### config.mk
export PLATFORM = sky130hd
export DESIGN_NAME = sbw_queue
export DESIGN_NICKNAME = d
export VERILOG_FILES = /design/src/sbw_pkg.sv /design/src/sbw_queue.sv
export SDC_FILE = /design/constraint.sdc
export NUM_CORES = 1
export LEC_CHECK = 0
export BUFFER_PORTS_ARGS = -buffer_cell sky130_fd_sc_hd__clkbuf_2
export CORE_MARGIN = 2
export CORE_UTILIZATION = 55
export DETAILED_ROUTE_END_ITERATION = 10
export PLACE_DENSITY_LB_ADDON = 0.12
export SLEW_MARGIN = 5
export SYNTH_ARGS = -nofsm -noshare
export SYNTH_HDL_FRONTEND = slang
export SYNTH_SLANG_ARGS = --single-unit
### constraint.sdc
create_clock -name clk -period 1.9 [get_ports clk]
set_input_delay 0.19 -clock clk [delete_from_list [all_inputs] [get_ports clk]]
set_output_delay 0.19 -clock clk [all_outputs]
set_load 0.01 [all_outputs]
### src/sbw_pkg.sv
// ----------------------------------------------------------------------------
// sbw_pkg: shared types and constants for the stacked boxcar waveform
// Widths, register index codes, the config bundle and one divide step.
// ----------------------------------------------------------------------------
package sbw_pkg;

    localparam int STACK_DEPTH = 4;
    localparam int PHASE_BITS  = 16;
    localparam int TIME_W      = 48;
    localparam int CYC_W       = 32;
    localparam int DIV_STEPS   = TIME_W + PHASE_BITS;
    localparam int Q_DEPTH     = 4;
    localparam int Q_PTR_W     = $clog2(Q_DEPTH);
    localparam int Q_CNT_W     = $clog2(Q_DEPTH + 1);
    localparam int SUM_W       = 19;

    typedef enum logic [2:0] {
        REG_CYCLE_TIME   = 3'd0,
        REG_ACTIVE_BOXES = 3'd1,
        REG_DELAYS       = 3'd2,
        REG_WIDTHS       = 3'd3,
        REG_HEIGHTS      = 3'd4,
        REG_MIN_VALUE    = 3'd5,
        REG_MAX_VALUE    = 3'd6
    } cfg_reg_t;

    typedef struct packed {
        logic [2:0]         active_boxes;
        logic [63:0]        delays;
        logic [63:0]        widths;
        logic [63:0]        heights;
        logic signed [15:0] min_value;
        logic signed [15:0] max_value;
    } box_cfg_t;

    typedef struct packed {
        logic [CYC_W-1:0] rem;
        logic             qbit;
    } div_step_t;

    // One restoring division step: shift in a bit, subtract if it fits
    function automatic div_step_t div_step(input logic [CYC_W-1:0] rem,
                                           input logic             bit_in,
                                           input logic [CYC_W-1:0] divisor);
        logic [CYC_W:0] trial;
        div_step_t      res;
        trial = {rem, bit_in};
        if (trial >= {1'b0, divisor})
        begin
            res.rem  = CYC_W'(trial - {1'b0, divisor});
            res.qbit = 1'b1;
        end
        else
        begin
            res.rem  = trial[CYC_W-1:0];
            res.qbit = 1'b0;
        end
        return res;
    endfunction

endpackage

### src/sbw_queue.sv
// ----------------------------------------------------------------------------
// sbw_queue: short phase queue between divider and boxcar summer
// Four-entry FIFO that lets each side stall on its own.
// ----------------------------------------------------------------------------
module sbw_queue (
    input  logic                           clk,
    input  logic                           rst_n,
    input  logic                           push,
    input  logic [sbw_pkg::PHASE_BITS-1:0] push_data,
    input  logic                           pop,
    output logic                           full,
    output logic                           not_empty,
    output logic [sbw_pkg::PHASE_BITS-1:0] head_data
);
    import sbw_pkg::*;

    logic [PHASE_BITS-1:0] data_reg [0:Q_DEPTH-1];
    logic [Q_PTR_W-1:0]    wr_ptr_reg, wr_ptr_next;
    logic [Q_PTR_W-1:0]    rd_ptr_reg, rd_ptr_next;
    logic [Q_CNT_W-1:0]    count_reg, count_next;

    assign full      = (count_reg == Q_CNT_W'(Q_DEPTH));
    assign not_empty = (count_reg != '0);
    assign head_data = data_reg[rd_ptr_reg];

    // Update pointers and fill count
    always_comb
    begin
        wr_ptr_next = push ? wr_ptr_reg + 1'b1 : wr_ptr_reg;
        rd_ptr_next = pop  ? rd_ptr_reg + 1'b1 : rd_ptr_reg;
        count_next  = count_reg;
        if (push && !pop)
        begin
            count_next = count_reg + 1'b1;
        end
        else if (pop && !push)
        begin
            count_next = count_reg - 1'b1;
        end
    end

    always_ff @(posedge clk or negedge rst_n)
    begin
        if (!rst_n)
        begin
            wr_ptr_reg <= '0;
            rd_ptr_reg <= '0;
            count_reg  <= '0;
        end
        else
        begin
            wr_ptr_reg <= wr_ptr_next;
            rd_ptr_reg <= rd_ptr_next;
            count_reg  <= count_next;
        end
    end

    // Store the incoming request
    always_ff @(posedge clk)
    begin
        if (push)
        begin
            data_reg[wr_ptr_reg] <= push_data;
        end
    end

`ifndef SYNTHESIS
    a_no_overflow: assert property (@(posedge clk) disable iff (!rst_n)
        !(push && full && !pop))
        else $error("queue push while full");
    a_no_underflow: assert property (@(posedge clk) disable iff (!rst_n)
        !(pop && !not_empty))
        else $error("queue pop while empty");
    a_count_range: assert property (@(posedge clk) disable iff (!rst_n)
        count_reg <= Q_CNT_W'(Q_DEPTH))
        else $error("queue count out of range");
`endif

endmodule

# [Yosys cells after proc, flatten, opt, wreduce, memory -nomap -nowiden]
# Memories as Yosys holds them, arrays and structs flattened.
# Index checks and enable logic that the tools add are counted.
[word_totals] regBits=7 latchBits=0 ramBits=64 mem_bits_ro=0 inputBits=20 out_inout_bits=18 wordCells=19 mem_count=1
[mem_list] memory="data_reg" words=4 word_bits=16 rd=1 rd_clocked_by_memory_dff=0 wr=1 line="sbw_queue.sv:17" source="logic [PHASE_BITS-1:0] data_reg [0:Q_DEPTH-1];"
[op_classes] n_addsub=4 multipliers=0 div_mod_pow=0 order_cmp=0 eq_ne=1 shift=0 muxes=4 bitwise_logic=0 n_reduce_logical=6
[op_table] cell="2-to-1 mux 3 bit" count=2
[op_table] cell="adder 2 x 1 -> 2 bit (second input constant)" count=2
[op_table] cell="adder 3 x 1 -> 3 bit (second input constant)" count=1
[op_table] cell="== test 3 bit (second input constant)" count=1
[op_table] cell="nonzero test 3 bit" count=1
[op_table] cell="subtractor 3 x 1 -> 3 bit (second input constant)" count=1
[op_table] cell="logical AND 1 bit" count=2
[op_table] cell="zero test 1 bit" count=2
[op_table] cell="2-to-1 mux 1 bit" count=2
[op_table] cell="nonzero test 2 bit" count=1

# [Longest topological paths before layout]
# Gate-level depths: netlist of run 1.
[logic_depth] ltp_word=4 mapped_depth=7 ltp_nobuf=7

# [Worst setup path after synthesis of run 1]
# OpenSTA, ideal clock, no wires.
[synth_path] path_kind="register -> register" start="register wr_ptr_reg[0]" end="memory data_reg[0][0], enable pin" setup_ns=0.374 arrival_time_ns=1.052 required_time_ns=1.526 slack_ns=0.474 stages_incl_launch_ff=4 n_path_buf=0 period_less_slack_ns=1.426 path_cell_list="dfrtp_1 > inv_1 > ha_1 > and2_1"
[synth_lines] item="from (decl)" line="sbw_queue.sv:18" source="logic [Q_PTR_W-1:0] wr_ptr_reg, wr_ptr_next;"
[synth_lines] item="from (signal assigned)" line="sbw_queue.sv:52" source="wr_ptr_reg <= wr_ptr_next;"
[synth_lines] item="to (decl)" line="sbw_queue.sv:17"
# Straight into the memory's write port.

# [Final worst setup path of run 1]
[layout_path] start="register rd_ptr_reg[0]" end="output head_data[9] (netlist bit)"
[layout_between] elab_chain_len=1
[layout_rtl] item="from (decl)" line="sbw_queue.sv:19" source="logic [Q_PTR_W-1:0] rd_ptr_reg, rd_ptr_next;"
[layout_rtl] item="from (signal assigned)" line="sbw_queue.sv:53" source="rd_ptr_reg <= rd_ptr_next;"
[layout_rtl] item="memory (4 x 16 bit)"
[layout_rtl] item="to (decl)" line="sbw_queue.sv:13" source="output logic [sbw_pkg::PHASE_BITS-1:0] head_data"
# Every way passes these cells.

==> results of run 1 <==
-- routing by layer --
| metal | GRT usage | up-vias | wire (um) | part of all wire |
|---|---|---|---|---|
| li1 | - | 588 | - | - |
| met1 | 0.224 | 650 | 1820 | 0.42 |
| met2 | 0.291 | 33 | 2240 | 0.52 |
| met3 | 0.0669 | 6 | 201 | 0.047 |
| met4 | 0.0714 | 0 | 48 | 0.011 |
| met5 | 0 | - | 0 | 0 |
-- path summary, 6_finish.rpt --
path / startpoint / endpoint / slack [ps] / cells past startpoint
max: rd_ptr_reg[0] / head_data[9] / 110 / 3
min: push_data[4] / data_reg[3][4] / 80 / 1
max reg2reg: count_reg[0] / count_reg[2] / 470 / 4
min reg2reg: count_reg[2] / count_reg[2] / 530 / 1
max in group asynchronous: rst_n / rd_ptr_reg[0] / 1470 / 2
min in group asynchronous: rst_n / rd_ptr_reg[1] / 240 / 2
-- area by class of cell --
type | count | area, um2
clock buffers | 10 | 128
repair buffers | 49 | 278
inverters | 4 | 15.0
well taps | 67 | 83.8
fillers | 329 | 1530
multi-input cells | 39 | 592
flip-flops and latches | 71 | 2100
clock inverters | 6 | 27.5
-- worst register-to-register path, delay by kind of cell, from the launching register on --
kind / cells / cell delay, ps
XOR/XNOR: 2 / 360
flip-flops: 1 / 430
AND/OR/NAND/NOR: 1 / 120
adder cells (fa/ha/maj): 1 / 440
-- what timing repair did --
action | CTS | global route
gates resized for setup | 1 | 0
buffers inserted | 1 | 0
endpoints found under the hold margin | 7 | 0
setup endpoints to repair | 12 | 0
hold buffers | 1 | 0
-- power groups by stage --
| stage | sequential [W] | combinational, W | clock, W |
|---|---|---|---|
| after floorplan | 0.00218 | 0.000987 | 0 |
| after global placement | 0.00222 | 0.00141 | 0 |
| after detailed placement | 0.00225 | 0.00144 | 0 |
| after CTS | 0.00220 | 0.00149 | 0.000978 |
| after global routing | 0.00222 | 0.00160 | 0.00105 |
| final | 0.00219 | 0.00145 | 0.000947 |
-- layout by cell type, fill, tap and decap left out, types with 2 or more instances in the layout --
cell      count
edfxtp_1     64
clkbuf_2     37
buf_4        11
clkbuf_8      9
mux4_2        8
mux4_1        8
dfrtp_1       6
ha_1          5
inv_1         4
and2_1        4
xor2_1        4
clkinv_1      4
xnor2_1       2
nand2_1       2
-- per-stage QoR --
stage          std cells   util  power [W]  area (um2)
6_report             246  0.678    0.00459        3220
2_1_floorplan        118      -    0.00317        2750
4_1_cts              246  0.678    0.00466        3220
3_3_place_gp         228  0.641    0.00363        3050
5_1_grt              246  0.678    0.00487        3220
3_5_place_dp         228  0.641    0.00369        3050
-- cells by family after synthesis --
group / Yosys count / synth area share
compound gates: 1 / 0.00182
flops: 71 / 0.764
xor+xnor: 6 / 0.0191
buf+inv: 8 / 0.0205
mux: 17 / 0.146
fa+ha+maj: 6 / 0.0301
simple gates: 9 / 0.0182
==> flow_summary.toml, run 1 <==
[status]
run_status = "completed"

[sta]
setup_slack_ps = 113
period_share = 0.941
period_needed_ps = 1790
fin_skew_ps = 6.95
finalMaxSlewViolations = 0
setup_tns_ps = 0
holdWs_ps = 75.7
relSlewSlack = 0.828
setup_viol = 0
hold_violations = 0
worst_pin_slew_ps = 258
clock.fmax_mhz = 559
rsz0062_at_grt = "no"

[pwr]
power.switching_w = 0.00135
clockPowerShare = 0.206
p_int_w = 0.00324
power_density_mw_per_mm2 = 1420
sw_frac_of_total = 0.294
p_leak_nw = 1.20
peakVddDrop_mv = 0.748
comb_power_share = 0.316
pwr-share-seq = 0.478

[critical_path]
crit_slowest_cell = "mux4_1"
crit_required_ps = 1710
start_kind = "flip-flop"
path_cells = "buf_4 > mux4_1 > clkbuf_2"
crit_family = "multiplexers"
crit_path_end_kind = "primary output"
critPathKind = "reg -> out"
critPathArrivalTime_ps = 1600
cpPeakStageDelay_ps = 580
path_max_fanout = 6
crit_buf_inv = 2

[yosys]
yosysMostFrequentCell = "edfxtp_1"
synth_area_per_cell_um2 = 23.3
synth_area_mm2 = 0.00275
synth_top_cell_by_area = "edfxtp_1"
ys_ff_latch = 71
synth.distinct_cells = 19
synth_ff_type = "edfxtp_1"
synth_fp_nets = 144
synth_top_area_frac = 0.700
synth.yosys.seq_area_share = 0.764
syn-instance-count = 118
synth_commonest_cells = "edfxtp_1 (64), mux4_1 (8), mux4_2 (8)"
yosys_warnings = 0
synth-edff-count = 64
ys_async_sr_fraction = 0.0986
synth_area_leaders = "edfxtp_1 (70%), mux4_1 (7.7%), mux4_2 (6.6%), dfrtp_1 (6.4%), ha_1 (2.3%)"

[clock_tree]
htreeDepth = 3
insertion_delay_ps = 330
clock_path_buffers = 2
cts.sinks = 71
root_buffer = "clkbuf_8"
clk_pin_slew_ps = 70
cts_tree = "built"
numCtsBuffers = 9

[finish]
layout.nets = 200
drive_gt1_frac = 0.385
area_growth_pct = 17.4
largest_reg_flops = 64
diodes = 0

[grt]
grt_first_pass_wirelength_um = 6820
grt_max_degree = 17
grt-ovfl-total = 0
grt_antenna_before_repair = 0
track_usage = 0.180
grt_pass1_vias = 1369

[routing]
wl_per_cell_um = 17.5
drtIter0Drc = 50
drc = 0
vias_per_cell = 5.19
via_count = 1277
ant_nets = 0
routed_wl_um = 4310
first_pass_iters = 4

[die]
die_h_um = 74.7
die_w_um = 74.7
num_rows = 25
core_mm2 = 0.00475
initial_core_util = 0.577
io_pins = 38
dieArea_mm2 = 0.00557

[place]
post-place-ws_ps = 255
gp_congestion = 0.657
dpl.hpwl_um = 2900
port_buffers = 37

[job]
maxCapViolCount = 0

[worst_hold_path]
min_path_type = "in -> reg"
Power figures use the tool's default switching activity.
==> run 2, diff against run 1 <==
- BUFFER_PORTS_ARGS: -buffer_cell sky130_fd_sc_hd__clkbuf_2 -> unset
- CORE_UTILIZATION: 55 -> 40
- DONT_BUFFER_PORTS: unset -> 1
==> run 2 against run 1 <==
Cell count fell by 3.3%; clock power up 14%; setup slack improved by 3.6 ps; register-to-register slack improved by 30 ps; maximum frequency rose by 0.20%; die area is 35% higher; non-clock buffer count fell by 20; global-route usage shrank 4.5 points; sequential power is essentially flat; critical path type unchanged; highest routed layer unchanged.
==> flow_summary.toml, run 2 (synthesis results as in run 1) <==
[place]
postPlaceCellArea_mm2 = 0.00288
post-place-ws_ps = 447
dpl.hpwl_um = 2910
gp_congestion = 0.676
port_buffers = 0

[pwr]
comb_power_share = 0.271
power.switching_w = 0.00128
pwr-share-seq = 0.489
sw_frac_of_total = 0.285
peakVddDrop_mv = 0.551
p_leak_nw = 1.13
clockPowerShare = 0.240
p_int_w = 0.00322
power_density_mw_per_mm2 = 1390

[routing]
drc = 0
drtIter0Drc = 59
vias_per_cell = 5.03
first_pass_iters = 4
routed_wl_um = 4440
ant_nets = 0
wl_per_cell_um = 18.7
via_count = 1197

[clock_tree]
htreeDepth = 3
numCtsBuffers = 9
clk_pin_slew_ps = 70
post-cts-setup-buffers = 0
cts_tree = "built"
root_buffer = "clkbuf_8"
insertion_delay_ps = 330
cts_resized = 0
clock_path_buffers = 2
cts_hold_buf = 19
cts.sinks = 71

[sta]
clock.fmax_mhz = 561
setup_viol = 0
worst_pin_slew_ps = 395
relSlewSlack = 0.736
setup_slack_ps = 116
fin_skew_ps = 8.16
setup_tns_ps = 0
period_needed_ps = 1780
rsz0062_at_grt = "no"
finalMaxSlewViolations = 0
period_share = 0.939
holdWs_ps = 40.0
hold_violations = 0

[status]
run_status = "completed"

[job]
maxCapViolCount = 0

[die]
dieArea_mm2 = 0.00754
die_w_um = 86.8
num_rows = 30
core_mm2 = 0.00672
io_pins = 38
initial_core_util = 0.409
die_h_um = 86.8

[critical_path]
critPathKind = "reg -> out"
crit_path_end_kind = "primary output"
cpPeakStageDelay_ps = 660
crit_slowest_cell = "mux4_1"
crit_required_ps = 1710
crit_family = "multiplexers"
path_cells = "buf_4 > mux4_1"
critPathArrivalTime_ps = 1590
crit_buf_inv = 1
start_kind = "flip-flop"
path_max_fanout = 13

[finish]
final.fill_count = 572
design_area_mm2 = 0.00325
drive_gt1_frac = 0.196
largest_reg_flops = 64
diodes = 0
multi_input_area_um2 = 592
layout_commonest_cell = "edfxtp_1"
seq_area_mm2 = 0.00210
final_cell_mix = "edfxtp_1 (64), dlygate4sd3_1 (19), buf_4 (10)"
area_growth_pct = 18.3
layout.nets = 180

[grt]
grt_antenna_before_repair = 0
track_usage = 0.134
grt_first_pass_wirelength_um = 7160
grt_max_degree = 17
grt-ovfl-total = 0
grt_pass1_vias = 1379

[worst_hold_path]
min_path_type = "in -> reg"
-- run 2: cell type report --
| class | count | area share |
|---|---|---|
| flip-flops and latches | 71 | 0.646 |
| repair buffers | 29 | 0.0817 |
| inverters | 4 | 0.00462 |
| multi-input cells | 39 | 0.182 |
| well taps | 80 | 0.0308 |
| clock buffers | 10 | 0.0393 |
| clock inverters | 5 | 0.0154 |
-- run 2: path summary, 6_finish.rpt --
check	endpoint	slack, ps	start	cells past startpoint
min in group asynchronous	rd_ptr_reg[1]	200	rst_n	1
min reg2reg	count_reg[2]	500	count_reg[2]	1
max	head_data[9]	120	rd_ptr_reg[0]	2
max reg2reg	count_reg[2]	500	count_reg[0]	4
min	rd_ptr_reg[1]	40	pop	2
max in group asynchronous	rd_ptr_reg[0]	1430	rst_n	1
-- run 2: metrics by stage --
step / utilization / power [W] / std cells
floorplan: - / 0.00317 / 118
global placement: 0.428 / 0.00340 / 204
detailed placement: 0.428 / 0.00345 / 204
CTS: 0.483 / 0.00459 / 238
global route: 0.483 / 0.00479 / 238
finish: 0.483 / 0.00450 / 238
-- run 2: power groups by stage --
stage / combinational [W] / sequential (W) / clock [W]
global route: 0.00135 / 0.00224 / 0.00120
floorplan: 0.000987 / 0.00218 / 0
global placement: 0.00118 / 0.00222 / 0
CTS: 0.00126 / 0.00221 / 0.00112
detailed placement: 0.00121 / 0.00224 / 0
finish: 0.00122 / 0.00220 / 0.00108
-- run 2: layer usage --
layer  track usage  up-vias  routed length [um]
li1              -      548                   -
met1         0.156      617                1810
met2         0.222       27                2360
met3        0.0571        5                 200
met4        0.0511        0                  61
met5             0        -                   0
==> run 3, diff against run 2 <==
- CORE_UTILIZATION: 40 -> 50
==> run 3 against run 2 <==
Die area shrank 19%; clock skew shrank 1.9 ps; clock-buffer cell count is the same; core utilization grew 14 points; worst hold slack gained 100 ps; largest power group unchanged; combinational power grew 5%.
==> flow_summary.toml, run 3 (synthesis results as in run 1) <==
[sta]
clock.fmax_mhz = 570
period_share = 0.923
relSlewSlack = 0.718
finalMaxSlewViolations = 0
rsz0062_at_grt = "no"
period_needed_ps = 1750
fin_skew_ps = 6.24
setup_tns_ps = 0
hold_violations = 0
worst_pin_slew_ps = 422
setup_viol = 0

[critical_path]
path_cells = "buf_12 > mux4_1"
path_max_fanout = 17
startpoint = "rd_ptr_reg[0]"
crit_path_end_kind = "primary output"
r2r-end = "count_reg[2]"
crit_slowest_cell = "mux4_1"
critPathKind = "reg -> out"
cpPeakStageDelay_ps = 640
cp-endpoint = "head_data[12]"
critPathArrivalTime_ps = 1560
crit_required_ps = 1710
start_kind = "flip-flop"
r2r-start = "count_reg[0]"
rr_worst_depth = 4
ff2ff_setup_slack_ps = 460

[routing]
wl_per_cell_um = 18.7
first_pass_iters = 4
drtIter0Drc = 98
top_layer = "met4"
routed_wl_um = 4300
dr_wl_met3_um = 220
vias_per_cell = 5.32
drc = 0
wl_met2_um = 2280
ant_nets = 0
via_count = 1223
m1WireLength_um = 1740

[clock_tree]
root_buffer = "clkbuf_8"
clock_path_buffers = 2
cts_hold_buf = 19
numCtsBuffers = 9
clk_pin_slew_ps = 60
htreeDepth = 3
cts.sinks = 71
post-cts-setup-buffers = 0
cts_resized = 0
cts_tree = "built"
insertion_delay_ps = 340

[place]
gp_congestion = 0.656
place_inst = 195
port_buffers = 0
dpl.hpwl_um = 2790

[pwr]
p_leak_nw = 1.15
power_density_mw_per_mm2 = 1390
peakVddDrop_mv = 0.722

[grt]
grt_max_degree = 18
grt_antenna_before_repair = 0
grt_pass1_vias = 1332
track_usage = 0.164
grt-ovfl-total = 0
grt_first_pass_wirelength_um = 7020

[finish]
largest_reg_flops = 64
layout_commonest_cell = "edfxtp_1"
layout.nets = 181
drive_gt1_frac = 0.200
area_growth_pct = 18.6
diodes = 0
final.fill_count = 388
fin_cells = 230
final_cell_mix = "edfxtp_1 (64), dlygate4sd3_1 (19), buf_4 (10)"

[worst_hold_path]
min_path_type = "in -> reg"

[die]
io_pins = 38
initial_core_util = 0.527
num_rows = 26
core_mm2 = 0.00520
die_w_um = 78.1
dieArea_mm2 = 0.00610
die_h_um = 78.1

[status]
run_status = "completed"

[job]
maxCapViolCount = 0
[run 3: cell count changes in the layout (fill, tap and decap cells not counted)]
cell / before / now
buf_12: 0 / 1
clkinv_1: 2 / 3
clkinv_2: 1 / 2
clkinvlp_4: 1 / 0
[run 3: worst max-delay path, delay by kind of cell, from the launching register on]
family   cells  cell delay (ps)
mux          1              640
flops        1              400
buf+inv      1              200
[run 3: power breakdown]
part           internal (W)  switching, W  total, W
Clock              0.000588      0.000491   0.00108
Sequential          0.00206      0.000123   0.00219
Combinational      0.000604      0.000671   0.00128
Total               0.00326       0.00128   0.00454
[run 3: layout make-up]
cell class,instances,area (um2),share of cell area
tap,70,87.6,0.0269
clock inverter,6,51.3,0.0158
multi-input combinational,39,592,0.182
sequential,71,2100,0.644
clock buffer,10,128,0.0392
timing repair buffer,30,285,0.0876
inverter,4,15.0,0.00461
[run 3: worst min path at each step]
stage          start            to  slack (ps)  cells past startpoint
4_1_cts         push  count_reg[0]         130                      2
2_1_floorplan  rst_n  count_reg[0]        -110                      0
5_1_grt         push  count_reg[0]         160                      2
3_5_place_dp   rst_n  count_reg[0]        -110                      0
3_3_place_gp   rst_n  count_reg[1]        -110                      0
6_report        push  count_reg[0]         140                      2
[run 3: per-stage QoR]
step	total power (W)	util	cell area (um2)	setup WS [ps]	hold WS (ps)
2_1_floorplan	0.00317	-	2750	474	-106
3_3_place_gp	0.00342	0.555	2890	504	-105
3_5_place_dp	0.00348	0.555	2890	483	-105
4_1_cts	0.00462	0.625	3260	113	126
5_1_grt	0.00480	0.625	3260	78.5	158
6_report	0.00454	0.625	3260	147	142
[run 3: per-layer routing]
| layer | vias to the layer above | track usage |
|---|---|---|
| met3 | 7 | 0.0724 |
| met5 | - | 0 |
| li1 | 556 | - |
| met4 | 0 | 0.0526 |
| met2 | 28 | 0.277 |
| met1 | 632 | 0.188 |
