`src/sbw_pkg.sv`:
```
// ----------------------------------------------------------------------------
// sbw_pkg: shared types and constants for the stacked boxcar waveform
// Widths, register index codes, the config bundle and one divide step.
// ----------------------------------------------------------------------------
package sbw_pkg;

    localparam int STACK_DEPTH = 4;
    localparam int PHASE_BITS  = 16;
    localparam int TIME_W      = 48;
    localparam int CYC_W       = 32;
    localparam int DIV_STEPS   = TIME_W + PHASE_BITS;
    localparam int Q_DEPTH     = 4;
    localparam int Q_PTR_W     = $clog2(Q_DEPTH);
    localparam int Q_CNT_W     = $clog2(Q_DEPTH + 1);
    localparam int SUM_W       = 19;

    typedef enum logic [2:0] {
        REG_CYCLE_TIME   = 3'd0,
        REG_ACTIVE_BOXES = 3'd1,
        REG_DELAYS       = 3'd2,
        REG_WIDTHS       = 3'd3,
        REG_HEIGHTS      = 3'd4,
        REG_MIN_VALUE    = 3'd5,
        REG_MAX_VALUE    = 3'd6
    } cfg_reg_t;

    typedef struct packed {
        logic [2:0]         active_boxes;
        logic [63:0]        delays;
        logic [63:0]        widths;
        logic [63:0]        heights;
        logic signed [15:0] min_value;
        logic signed [15:0] max_value;
    } box_cfg_t;

    typedef struct packed {
        logic [CYC_W-1:0] rem;
        logic             qbit;
    } div_step_t;

    // One restoring division step: shift in a bit, subtract if it fits
    function automatic div_step_t div_step(input logic [CYC_W-1:0] rem,
                                           input logic             bit_in,
                                           input logic [CYC_W-1:0] divisor);
        logic [CYC_W:0] trial;
        div_step_t      res;
        trial = {rem, bit_in};
        if (trial >= {1'b0, divisor})
        begin
            res.rem  = CYC_W'(trial - {1'b0, divisor});
            res.qbit = 1'b1;
        end
        else
        begin
            res.rem  = trial[CYC_W-1:0];
            res.qbit = 1'b0;
        end
        return res;
    endfunction

endpackage

```
`src/sbw_box_sum.sv`:
```
// ----------------------------------------------------------------------------
// sbw_box_sum: boxcar window test, height sum and clamp
// Pops one phase per cycle unless a stalled result holds the output register,
// sums active boxcar heights and clamps the sum into the output register.
// ----------------------------------------------------------------------------
module sbw_box_sum (
    input  logic                           clk,
    input  logic                           rst_n,
    input  sbw_pkg::box_cfg_t              cfg,
    input  logic                           q_valid,
    input  logic [sbw_pkg::PHASE_BITS-1:0] q_phase,
    output logic                           pop,
    output logic                           out_valid,
    input  logic                           out_stall,
    output logic signed [15:0]             drive_value
);
    import sbw_pkg::*;

    logic                    out_valid_reg;
    logic signed [15:0]      drive_reg, drive_next;
    logic signed [SUM_W-1:0] sum;
    logic [PHASE_BITS-1:0]   d, w;
    logic [PHASE_BITS:0]     off;
    logic                    on;

    assign pop         = q_valid && (!out_valid_reg || !out_stall);
    assign out_valid   = out_valid_reg;
    assign drive_value = drive_reg;

    // Test each boxcar window and sum heights of those that are on
    always_comb
    begin
        sum = '0;
        d   = '0;
        w   = '0;
        off = '0;
        on  = 1'b0;
        for (int i = 0; i < STACK_DEPTH; i++)
        begin
            d   = cfg.delays[16*i+15 -: PHASE_BITS];
            w   = cfg.widths[16*i+15 -: PHASE_BITS];
            off = {1'b0, d} + {1'b0, w};
            if (!off[PHASE_BITS])
            begin
                on = (q_phase > d) && (q_phase < off[PHASE_BITS-1:0]);
            end
            else
            begin
                on = (q_phase < off[PHASE_BITS-1:0]) || (q_phase > d);
            end
            if (on && (3'(i) < cfg.active_boxes))
            begin
                sum = sum + SUM_W'(signed'(cfg.heights[16*i+15 -: 16]));
            end
        end
    end

    // Raise to the lower limit, then cut to the upper limit
    always_comb
    begin
        drive_next = sum[15:0];
        if (sum < SUM_W'(cfg.min_value))
        begin
            drive_next = cfg.min_value;
        end
        if ((sum < SUM_W'(cfg.min_value) ? SUM_W'(cfg.min_value) : sum)
            > SUM_W'(cfg.max_value))
        begin
            drive_next = cfg.max_value;
        end
    end

    always_ff @(posedge clk or negedge rst_n)
    begin
        if (!rst_n)
        begin
            out_valid_reg <= 1'b0;
        end
        else if (!out_valid_reg || !out_stall)
        begin
            out_valid_reg <= q_valid;
        end
    end

    // Load the result when the output register frees up
    always_ff @(posedge clk)
    begin
        if (pop)
        begin
            drive_reg <= drive_next;
        end
    end

endmodule

```
`config.mk`:
```
export PLATFORM = sky130hd
export DESIGN_NAME = sbw_box_sum
export DESIGN_NICKNAME = d
export VERILOG_FILES = /design/src/sbw_pkg.sv /design/src/sbw_box_sum.sv
export SDC_FILE = /design/constraint.sdc
export NUM_CORES = 1
export LEC_CHECK = 0
export ABC_AREA = 0
export BUFFER_PORTS_ARGS = -buffer_cell sky130_fd_sc_hd__buf_2
export CAP_MARGIN = 20
export CORE_AREA = 8 8 124 183
export CTS_CLUSTER_DIAMETER = 30
export DETAILED_ROUTE_END_ITERATION = 10
export DIE_AREA = 0 0 132 191
export PLACE_DENSITY = 0.91
export SETUP_SLACK_MARGIN = 0.2
export SLEW_MARGIN = 20
export SYNTH_ARGS = -nofsm -noshare
export SYNTH_HDL_FRONTEND = slang
export SYNTH_SLANG_ARGS = --single-unit
```
`constraint.sdc`:
```
create_clock -name clk -period 2.51 [get_ports clk]
set_clock_uncertainty 0.2 [all_clocks]
set_input_delay 0.3765 -clock clk [delete_from_list [all_inputs] [get_ports clk]]
set_output_delay 0.3765 -clock clk [all_outputs]
set_load 0.05 [all_outputs]
```
==> results.yml, run 1 <==
clocking:
  cts_sinks: 17
  clockBufferDepth: 2
  cts_root_buf: "clkbuf_16"
  numCtsBuffers: 3
  htree_levels: 1
floorplan:
  chipWidth_microns: 132
  ioPinCount: 265
  die_h_microns: 191
  start_util: 0.553
  placementRows: 64
placement:
  place.gp.congestion: 1.06
  place_ws_ns: -10.90
  post-dp-hpwl_microns: 44400
  port_buffers: 264
synthesis:
  synthFlopType: "edfxtp_1"
  ys.warnings.count: 0
  synthCells: 1454
  syn_nets: 1985
  netlist_area_sq_um: 11100
  ys_async_sr_fraction: 0.0588
  synthDistinctLibCells: 88
  yosys_register_bits: 17
  synth_area_per_cell_sq_um: 7.65
  seq_area_frac_synth: 0.0454
  synth_edf_count: 16
status:
  lastStage: "global routing (5_1_grt)"
  outcome: "stopped before the end"
  error: "[ERROR GRT-0232] Routing congestion too high. Check the congestion heatmap in the GUI."
timing:
  crit_endpoint: "drive_value[7]$_DFFE_PP_/D"
  endpoint_type: "sequential cell input"
grt:
  grt_max_degree: 27
  grt.overflow.total: 173
  grt_use_total: 0.684
per-stage QoR:
stage                     instances  area [sq um]  hold WS, ns
after global placement         2446         16600      -0.0487
after detailed placement       2446         16600      -0.0392
after CTS                      2471         17100        0.127
after floorplan                1454         11400       -0.119
cell families after synthesis:
family / Yosys count / synth area share
buf+inv: 168 / 0.0605
flops: 17 / 0.0454
fa+ha+maj: 284 / 0.324
simple gates: 385 / 0.174
compound gates: 486 / 0.301
mux: 24 / 0.0226
xor+xnor: 90 / 0.0721
metal layers:
metal  track usage  overflow
met5         0.204         0
met3         0.538         4
met1         0.620         2
met2         0.893       107
met4         0.754        60
synth_stat cells (all sizes together) (8+ instances only):
| cell | count | area (sq um) |
|---|---|---|
| nor4 | 22 | 150 |
| o31ai | 10 | 75.1 |
| o21a | 9 | 67.6 |
| ha | 277 | 3470 |
| and3 | 15 | 93.8 |
| edfxtp | 16 | 480 |
| inv | 143 | 537 |
| o221ai | 9 | 85.1 |
| and2 | 8 | 50.1 |
| nand4 | 23 | 144 |
| o21ai | 86 | 430 |
| xor2 | 41 | 359 |
| xnor2 | 48 | 420 |
| nand3 | 38 | 190 |
| or4 | 11 | 86.3 |
| clkbuf | 17 | 63.8 |
| mux2i | 15 | 150 |
| a22o | 10 | 87.6 |
| mux2 | 9 | 101 |
| nand2 | 104 | 390 |
| a21o | 59 | 443 |
| a21oi | 131 | 686 |
| a211oi | 23 | 205 |
| a211o | 9 | 80.1 |
| nand2b | 12 | 75.1 |
| nor2 | 89 | 342 |
| nor2b | 14 | 87.6 |
| a2111oi | 8 | 70.1 |
| o21bai | 24 | 180 |
| a31oi | 21 | 131 |
| buf | 8 | 72.6 |
| nor3 | 17 | 90.1 |
| o211ai | 21 | 163 |
| or3 | 12 | 75.1 |
| a21boi | 13 | 113 |
repair_timing:
item	CTS
hold buffers	1
gates resized for setup	57
gates cloned	1
pin swaps	32
setup endpoints to repair	16
setup buffers	19
endpoints found under the hold margin	1
==> run 2: changes to the inputs <==
- CORE_AREA: 8 8 124 183 -> 8 8 176 178
- CTS_CLUSTER_DIAMETER: 30 -> default
- DIE_AREA: 0 0 132 191 -> 0 0 184 186
- PLACE_DENSITY: 0.91 -> default
- PLACE_DENSITY_LB_ADDON: default -> 0.15
- SETUP_SLACK_MARGIN: 0.2 -> default
==> run 2 against run 1 <==
Effect of this change: the flow now finishes, with violations (setup timing); synthesized area unchanged; synthesized cell count unchanged.
==> results.yml, run 2 <==
status:
  violations: "setup timing"
  outcome: "finished, violations left"
timing:
  fmax_mhz: 81.5
  whs_ns: 0.119
  slew_headroom: 0.563
  layout_worst_path_cycle_share: 4.89
  setup_ws_ns: -9.75
  tightest_slew_ns: 0.639
  hold_viol_final: 0
  rsz0062_at_grt: "true"
  tns_ns: -154.89
  fin_crit_ns: 12.26
  final_max_slew_viol_count: 0
  finalSetupViolations: 16
placement:
  place.gp.congestion: 0.903
  post-dp-hpwl_microns: 36500
  place_inst: 2610
  placed_area_sq_um: 17100
  port_buffers: 264
  place_ws_ns: -10.17
synthesis:
  synthTopCellsByCount: "277 x ha_1, 143 x inv_1, 123 x a21oi_1"
  synth_top_area_cell: "ha_1"
  synth.area.top_cells: "ha_1 31%, a21oi_1 5.5%, inv_1 4.8%, edfxtp_1 4.3%, a21o_1 4.0%"
  synth_top_area_share: 0.312
  synthCells: 1454
  synth_area_per_cell_sq_um: 7.65
  yosysMostFrequentCell: "ha_1"
  seq_area_frac_synth: 0.0454
  netlist_area_sq_um: 11100
  synth_edf_count: 16
  ys_async_sr_fraction: 0.0588
  synthDistinctLibCells: 88
  yosys_register_bits: 17
  synthFlopType: "edfxtp_1"
  syn_nets: 1985
  ys.warnings.count: 0
clocking:
  clockBufferDepth: 2
  cts_sinks: 17
  cts_tree: "yes"
  clk_latency_ns: 0.25
  cts_root_buf: "clkbuf_16"
  htree_levels: 1
  numCtsBuffers: 3
  clk_pin_slew_worst_paths_ns: 0.05
detailed_routing:
  wl_microns: 41700
  via_per_inst: 5.20
  vias: 13843
  drc: 0
  postRouteAntennaNets: 0
  drtIter0Drc: 507
  firstDrtPassIters: 5
  wl_per_cell_microns: 15.7
setup_path:
  setup.worst_path.end_class: "flip-flop"
  startpoint_type: "primary input"
  cp_num_buf_inv: 6
  crit_type: "primary input to flip-flop"
  cpMostUsedCell: "ha_1"
  cp.required_ns: 2.42
  cp.arrival_ns: 12.17
  cp_slowest_cell: "or4_4"
  cp_slowest_stage_delay_ns: 0.54
  crit_path_max_fanout: 8
  critPathTopFamily: "compound AO/OA/AOI/OAI gates"
cells_and_area:
  final_cell_mix: "565 x buf_4, 268 x ha_1, 262 x buf_2, 143 x inv_1, 109 x a21oi_1"
  fin_cells: 2661
  drive_above_1_share: 0.428
  layout.nets: 2808
  final_cell_area_sq_um: 17900
  final_common_cell: "buf_4"
  area_growth_syn_to_layout_pct: 61.1
  largest_reg_flops: 16
power_and_ir_drop:
  vdd.ir_drop.worst_mv: 0.816
  p_per_area_nw_per_um2: 870
  power.leakage_nw: 9.71
worst_hold_path:
  hold_path.class: "primary input to flip-flop"
grt:
  grt_pass1_vias: 14122
  grt_max_degree: 23
  grt.overflow.total: 0
  grt_use_total: 0.232
  grt_pass1_wl_microns: 66100
  antenna_found_initial: 2
floorplan:
  die_h_microns: 186
  ioPinCount: 265
  core_sq_um: 28200
  chipWidth_microns: 184
  placementRows: 62
  start_util: 0.394
  die_area_sq_um: 34200
flow_run:
  drv_cap: 0
## run 2: cell counts after synthesis
No cell type changed its count.
## run 2: per-stage QoR
step,utilization,total power [mW]
global route,0.635,16.9
CTS,0.624,14.9
finish,0.635,15.6
floorplan,-,8.33
detailed placement,0.604,13.3
global placement,0.604,13.0
## run 2: layout make-up
| type | instances | area (sq um) |
|---|---|---|
| inverter | 143 | 537 |
| tap | 384 | 480 |
| clock buffer | 4 | 78.8 |
| multi-input combinational | 1269 | 10500 |
| fill | 2562 | 10300 |
| sequential | 17 | 505 |
| antenna | 1 | 2.50 |
| timing repair buffer | 843 | 5820 |
## run 2: worst reg2reg max path, delay by kind of cell (launching register included)
kind | cells | cell delay, ns
compound gates | 1 | 0.17
flops | 1 | 0.39
buf+inv | 1 | 0.26
## run 2: what timing repair did
item,CTS,global route
resized for setup,39,42
hold buffers,1,0
setup buffers,30,12
hold endpoints to repair,1,0
gates cloned,3,1
pin swaps,30,16
setup endpoints to repair,16,16
## run 2: cells by family after synthesis
family,count (synthesis),share of synthesized area
flops,17,0.0454
simple gates,385,0.174
xor+xnor,90,0.0721
fa+ha+maj,284,0.324
compound gates,486,0.301
buf+inv,168,0.0605
mux,24,0.0226
## run 2: routing by layer
metal | wire length (microns) | part of all wire | up-vias | track usage
met5 | 13 | 0.00031 | - | 0
met4 | 871 | 0.021 | 2 | 0.0471
met3 | 1970 | 0.047 | 58 | 0.0232
met2 | 19400 | 0.47 | 339 | 0.409
met1 | 19400 | 0.47 | 6319 | 0.303
li1 | - | - | 7125 | -
## run 2: power breakdown
group,internal [mW],switching [mW],total (mW)
combinational,7.66,7.00,14.7
sequential,0.582,0.0292,0.611
clock,0.215,0.0986,0.314
total,8.46,7.13,15.6
## run 2: final timing paths
| check | from | to | slack (ns) | depth (start not counted) |
|---|---|---|---|---|
| worst max-delay path | cfg[160] | drive_value[9] | -9.75 | 63 |
| worst min-delay path | q_valid | out_valid | 0.12 | 2 |
| worst max register to register | out_valid | drive_value[13] | 1.17 | 2 |
| worst min register to register | out_valid | out_valid | 0.32 | 1 |
| max in group asynchronous | rst_n | out_valid | 1.80 | 2 |
| min in group asynchronous | rst_n | out_valid | 0.23 | 2 |
No activity file was read; power rests on OpenSTA's default activity.
==> run 3: changes to the inputs <==
- ABC_AREA: 0 -> 1
- CORE_AREA: 8 8 176 178 -> 8 8 175 177
- DIE_AREA: 0 0 184 186 -> 0 0 183 185
==> run 3 against run 2 <==
Effect of this change: the flow still finishes with violations (setup timing); synthesized area shrank 0.94%; sequential share of layout area is essentially flat; clock power is essentially flat; worst setup slack gained 0.87 ns; worst hold slack gained 0.030 ns; combinational power grew 16%; count of clock-buffer cells in the layout is the same; cell area grew 1.2%; critical path depth grew 19; sequential cell count is the same; register-to-register slack is essentially flat; cell count grew 8.8%.
==> results.yml, run 3 <==
setup_path:
  critPathTopFamily: "compound AO/OA/AOI/OAI gates"
  crit_path_max_fanout: 8
  cp_slowest_cell: "fa_2"
  startpoint_type: "primary input"
  cp_slowest_stage_delay_ns: 0.36
  setup.worst_path.end_class: "flip-flop"
  crit_type: "primary input to flip-flop"
  cp.required_ns: 2.31
  cp.arrival_ns: 11.20
  cp_num_buf_inv: 8
cells_and_area:
  final_cell_area_sq_um: 18100
  drive_above_1_share: 0.414
  area_growth_syn_to_layout_pct: 64.6
  final_cell_mix: "549 x buf_4, 333 x nand2_1, 267 x inv_1, 259 x buf_2, 252 x ha_1"
  n_fill_cell: 2591
  layout.nets: 3039
  final_common_cell: "buf_4"
  largest_reg_flops: 16
  fin_cells: 2894
clocking:
  htree_levels: 1
  cts_root_buf: "clkbuf_16"
  clk_pin_slew_worst_paths_ns: 0.05
  clockBufferDepth: 2
  numCtsBuffers: 3
  cts_sinks: 17
  cts_tree: "yes"
  clk_latency_ns: 0.24
synthesis:
  synthTopCellsByCount: "355 x nand2_1, 277 x ha_1, 277 x inv_1"
  synth_edf_count: 16
  synth.area.top_cells: "ha_1 31%, nand2_1 12%, inv_1 9.4%, a21oi_1 8.1%, xor2_1 4.8%"
  synth_top_area_cell: "ha_1"
  synthDistinctLibCells: 52
  synthCells: 1687
  synth_area_per_cell_sq_um: 6.53
  ys_async_sr_fraction: 0.0588
  ys.warnings.count: 0
  synth_top_area_share: 0.315
  yosysMostFrequentCell: "nand2_1"
  seq_area_frac_synth: 0.0459
  yosys_register_bits: 17
  syn_nets: 2218
  netlist_area_sq_um: 11000
  synthFlopType: "edfxtp_1"
placement:
  post-dp-hpwl_microns: 36300
  placed_area_sq_um: 16900
  place.gp.congestion: 0.961
  place_inst: 2845
  port_buffers: 264
detailed_routing:
  postRouteAntennaNets: 0
  vias: 14072
  firstDrtPassIters: 5
  wl_per_cell_microns: 14.4
  drtIter0Drc: 452
  wl_microns: 41500
  via_per_inst: 4.86
  drc: 0
floorplan:
  placementRows: 62
  ioPinCount: 265
  die_h_microns: 185
  start_util: 0.392
  chipWidth_microns: 183
  core_sq_um: 28100
  die_area_sq_um: 33900
status:
  violations: "setup timing"
  outcome: "finished, violations left"
flow_run:
  drv_cap: 0
grt:
  grt_pass1_vias: 14312
  antenna_found_initial: 8
  grt_max_degree: 17
  grt.overflow.total: 0
  grt_pass1_wl_microns: 65900
  grt_use_total: 0.233
timing:
  hold_viol_final: 0
  layout_worst_path_cycle_share: 4.54
  tightest_slew_ns: 0.514
  fin_crit_ns: 11.40
  final_max_slew_viol_count: 0
  setup_ws_ns: -8.89
  fmax_mhz: 87.7
  rsz0062_at_grt: "true"
  slew_headroom: 0.654
  finalSetupViolations: 16
  tns_ns: -141.60
power_and_ir_drop:
  power_mw: 18.1
  p_per_area_nw_per_um2: 998
  power.leakage_nw: 10.3
  vdd.ir_drop.worst_mv: 1.14
worst_hold_path:
  hold_path.class: "primary input to flip-flop"
## run 3: changes by cell type in the layout (fill, tap and decap cells not counted), sizes merged, moves of 17 or more
| cell | delta |
|---|---|
| nand2 | +265 |
| inv | +142 |
| nand3 | +59 |
| a21oi | +52 |
| a21o | -50 |
| xor2 | +20 |
| a211oi | -17 |
| nor4 | -17 |
## run 3: routing by layer
metal / vias up / routed length (microns) / GRT usage / part of all wire
li1: 7323 / - / - / -
met1: 6365 / 17200 / 0.264 / 0.41
met2: 296 / 21400 / 0.450 / 0.52
met3: 80 / 1780 / 0.0304 / 0.043
met4: 8 / 1140 / 0.0641 / 0.027
met5: - / 53 / 0 / 0.0013
## run 3: cell type report
cell class | count | area (sq um) | area share
Inverter | 286 | 1090 | 0.0599
Clock buffer | 4 | 78.8 | 0.00435
Multi-Input combinational cell | 1370 | 10300 | 0.566
Tap cell | 384 | 480 | 0.0265
Antenna cell | 3 | 7.51 | 0.000414
Timing Repair Buffer | 830 | 5720 | 0.315
Sequential cell | 17 | 505 | 0.0279
## run 3: cells by family after synthesis
group,after synthesis,share of synthesized area
DFF,17,0.0459
xor gates and xnor gates,95,0.0755
and+or+nand+nor,624,0.251
buffers and inverters,301,0.107
AOI/OAI and AO/OA,366,0.193
adders and majority gates,284,0.327
## run 3: worst paths after layout
check                      startpoint  cells past startpoint              to  slack, ns
min reg2reg                 out_valid                      2       out_valid       0.31
min                         out_stall                      3       out_valid       0.15
max reg2reg                 out_valid                      2  drive_value[8]       1.18
max                          cfg[164]                     82  drive_value[7]      -8.89
max in group asynchronous       rst_n                      2       out_valid       1.78
min in group asynchronous       rst_n                      2       out_valid       0.24
## run 3: through the flow
step / hold WS, ns / utilization / setup WS [ns]
floorplan: -0.119 / - / -8.55
global placement: -0.0482 / 0.601 / -9.03
detailed placement: -0.0457 / 0.601 / -9.33
CTS: 0.147 / 0.632 / -8.83
global route: 0.158 / 0.646 / -9.67
finish: 0.148 / 0.646 / -8.89
## run 3: repair_timing
| action | CTS | global route |
|---|---|---|
| hold buffers | 1 | 0 |
| resized for setup | 98 | 81 |
| pin swaps | 50 | 66 |
| gates cloned | 3 | 0 |
| endpoints found under the setup margin | 16 | 16 |
| buffers inserted | 33 | 5 |
| hold endpoints to repair | 1 | 0 |
## run 3: worst register-to-register path, cell delays in order (launching register included)
cell     delay, ns
dfrtp_1       0.39
a21oi_2       0.16
buf_4         0.26
## run 3: where the power goes
group | internal (mW) | switching [mW] | leakage (nW)
logic | 8.44 | 8.61 | 10.1
clock network | 0.215 | 0.0980 | 0.0382
registers | 0.690 | 0.0442 | 0.165
==> run 4: changes to the inputs <==
- RECOVER_POWER: default -> 50
==> run 4 against run 3 <==
Effect of this change: the flow still finishes with violations (setup timing); sequential cell count did not move; global-route usage did not move; first-iteration DRC count increased by 0.44%; sequential power hardly changed; die area is the same; non-clock buffer count did not move; sequential share of layout area barely moved; cell area about the same; combinational power barely moved; critical path type unchanged; critical endpoint unchanged; highest routed layer unchanged.
==> results.yml, run 4 (synthesized netlist as in run 3, its figures left out) <==
timing:
  rsz0062_at_grt: "true"
  layout_worst_path_cycle_share: 4.54
  hold_viol_final: 0
  finalSetupViolations: 16
  fmax_mhz: 87.7
  final_max_slew_viol_count: 0
  setup_ws_ns: -8.89
  tightest_slew_ns: 0.912
  whs_ns: 0.137
  slew_headroom: 0.392
  fin_crit_ns: 11.40
cells_and_area:
  drive_above_1_share: 0.413
  final_cell_mix: "548 x buf_4, 333 x nand2_1, 267 x inv_1, 258 x buf_2, 252 x ha_1"
  largest_reg_flops: 16
  fin_cells: 2894
  layout.nets: 3039
  final_common_cell: "buf_4"
  finalCoreUtilization: 0.646
  area_growth_syn_to_layout_pct: 64.6
detailed_routing:
  postRouteAntennaNets: 0
  vias: 14068
  firstDrtPassIters: 5
  drc: 0
  via_per_inst: 4.86
  drtIter0Drc: 454
  wl_microns: 41500
  wl_per_cell_microns: 14.3
setup_path:
  setup.worst_path.end_class: "flip-flop"
  worstReg2RegEnd: "drive_value[8]"
  crit_type: "primary input to flip-flop"
  cp.arrival_ns: 11.20
  rrSetupSlack_ns: 0.65
  startpoint_type: "primary input"
  cp_slowest_stage_delay_ns: 0.36
  cp.required_ns: 2.31
  r2r-start: "out_valid"
  crit_path_max_fanout: 8
  cp_slowest_cell: "fa_2"
  r2r_cells: 2
clocking:
  cts_sinks: 17
  cts_tree: "yes"
  clk_pin_slew_worst_paths_ns: 0.05
  numCtsBuffers: 3
  htree_levels: 1
  cts_root_buf: "clkbuf_16"
  clk_latency_ns: 0.24
  clockBufferDepth: 2
worst_hold_path:
  min_from: "out_stall"
  hold_path.class: "primary input to flip-flop"
  whs_endpoint: "out_valid"
  whs_path_depth: 3
grt:
  grt_use_total: 0.233
  grt_max_degree: 17
  grt.overflow.total: 0
  grt_pass1_wl_microns: 65900
  antenna_found_initial: 8
  grt_pass1_vias: 14312
power_and_ir_drop:
  power.leakage_nw: 10.3
  p_per_area_nw_per_um2: 998
  power_mw: 18.1
  vdd.ir_drop.worst_mv: 1.14
placement:
  port_buffers: 264
  post-dp-hpwl_microns: 36300
  place_inst: 2845
  place.gp.congestion: 0.961
status:
  outcome: "finished, violations left"
  violations: "setup timing"
floorplan:
  core_sq_um: 28100
  ioPinCount: 265
  die_area_sq_um: 33900
  die_h_microns: 185
  placementRows: 62
  start_util: 0.392
  chipWidth_microns: 183
flow_run:
  drv_cap: 0
[run 4: cell count changes in the layout (fill, tap and decap cells not counted)]
cell      before  now
buf_2        259  258
a21oi_1      157  158
a21oi_2       26   25
buf_4        549  548
clkbuf_1       1    3
[run 4: power breakdown]
group / switching, mW / internal (mW) / leakage (nW) / total (mW)
clock: 0.0980 / 0.215 / 0.0382 / 0.313
combinational: 8.61 / 8.44 / 10.1 / 17.0
sequential: 0.0442 / 0.690 / 0.165 / 0.734
[run 4: through the flow]
stage | setup slack, ns | TNS, ns | cell area [sq um]
2_1_floorplan | -8.55 | -135.93 | 11200
3_3_place_gp | -9.03 | -144.29 | 16900
3_5_place_dp | -9.33 | -149.02 | 16900
4_1_cts | -8.83 | -140.91 | 17700
5_1_grt | -9.67 | -154.33 | 18100
6_report | -8.89 | -141.60 | 18100
[run 4: worst max-delay path by stage]
stage,cells after the start,to,start,slack (ns)
CTS,84,drive_value[12],cfg[164],-8.83
finish,82,drive_value[7],cfg[164],-8.89
floorplan,87,drive_value[10],cfg[164],-8.55
global route,87,drive_value[5],cfg[164],-9.67
global placement,81,drive_value[0],cfg[98],-9.03
detailed placement,84,drive_value[7],cfg[98],-9.33
[run 4: final cells by class]
class / instances / area, sq um
repair buffers: 830 / 5710
diodes: 3 / 7.51
clock buffers: 4 / 78.8
flip-flops and latches: 17 / 505
multi-input cells: 1370 / 10300
fillers: 2594 / 9950
inverters: 286 / 1090
well taps: 384 / 480
[run 4: layer usage]
| layer | part of all wire | track usage |
|---|---|---|
| met1 | 0.41 | 0.264 |
| met2 | 0.52 | 0.450 |
| met3 | 0.043 | 0.0304 |
| met4 | 0.027 | 0.0641 |
| met5 | 0.0013 | 0 |
[run 4: what timing repair did]
item | 4_1_cts | 5_1_grt
cloned | 3 | 0
setup buffers | 33 | 5
pin swaps | 50 | 66
gates resized for setup | 98 | 81
hold endpoints to repair | 1 | 0
endpoints found under the setup margin | 16 | 16
hold buffers | 1 | 0
[run 4: critical path: cells and delay by family]
kind	cells	cell delay [ns]
buffers and inverters	8	0.80
and+or+nand+nor	33	3.03
adders and majority gates	8	2.31
xor gates and xnor gates	5	0.88
AOI/OAI and AO/OA	28	3.79
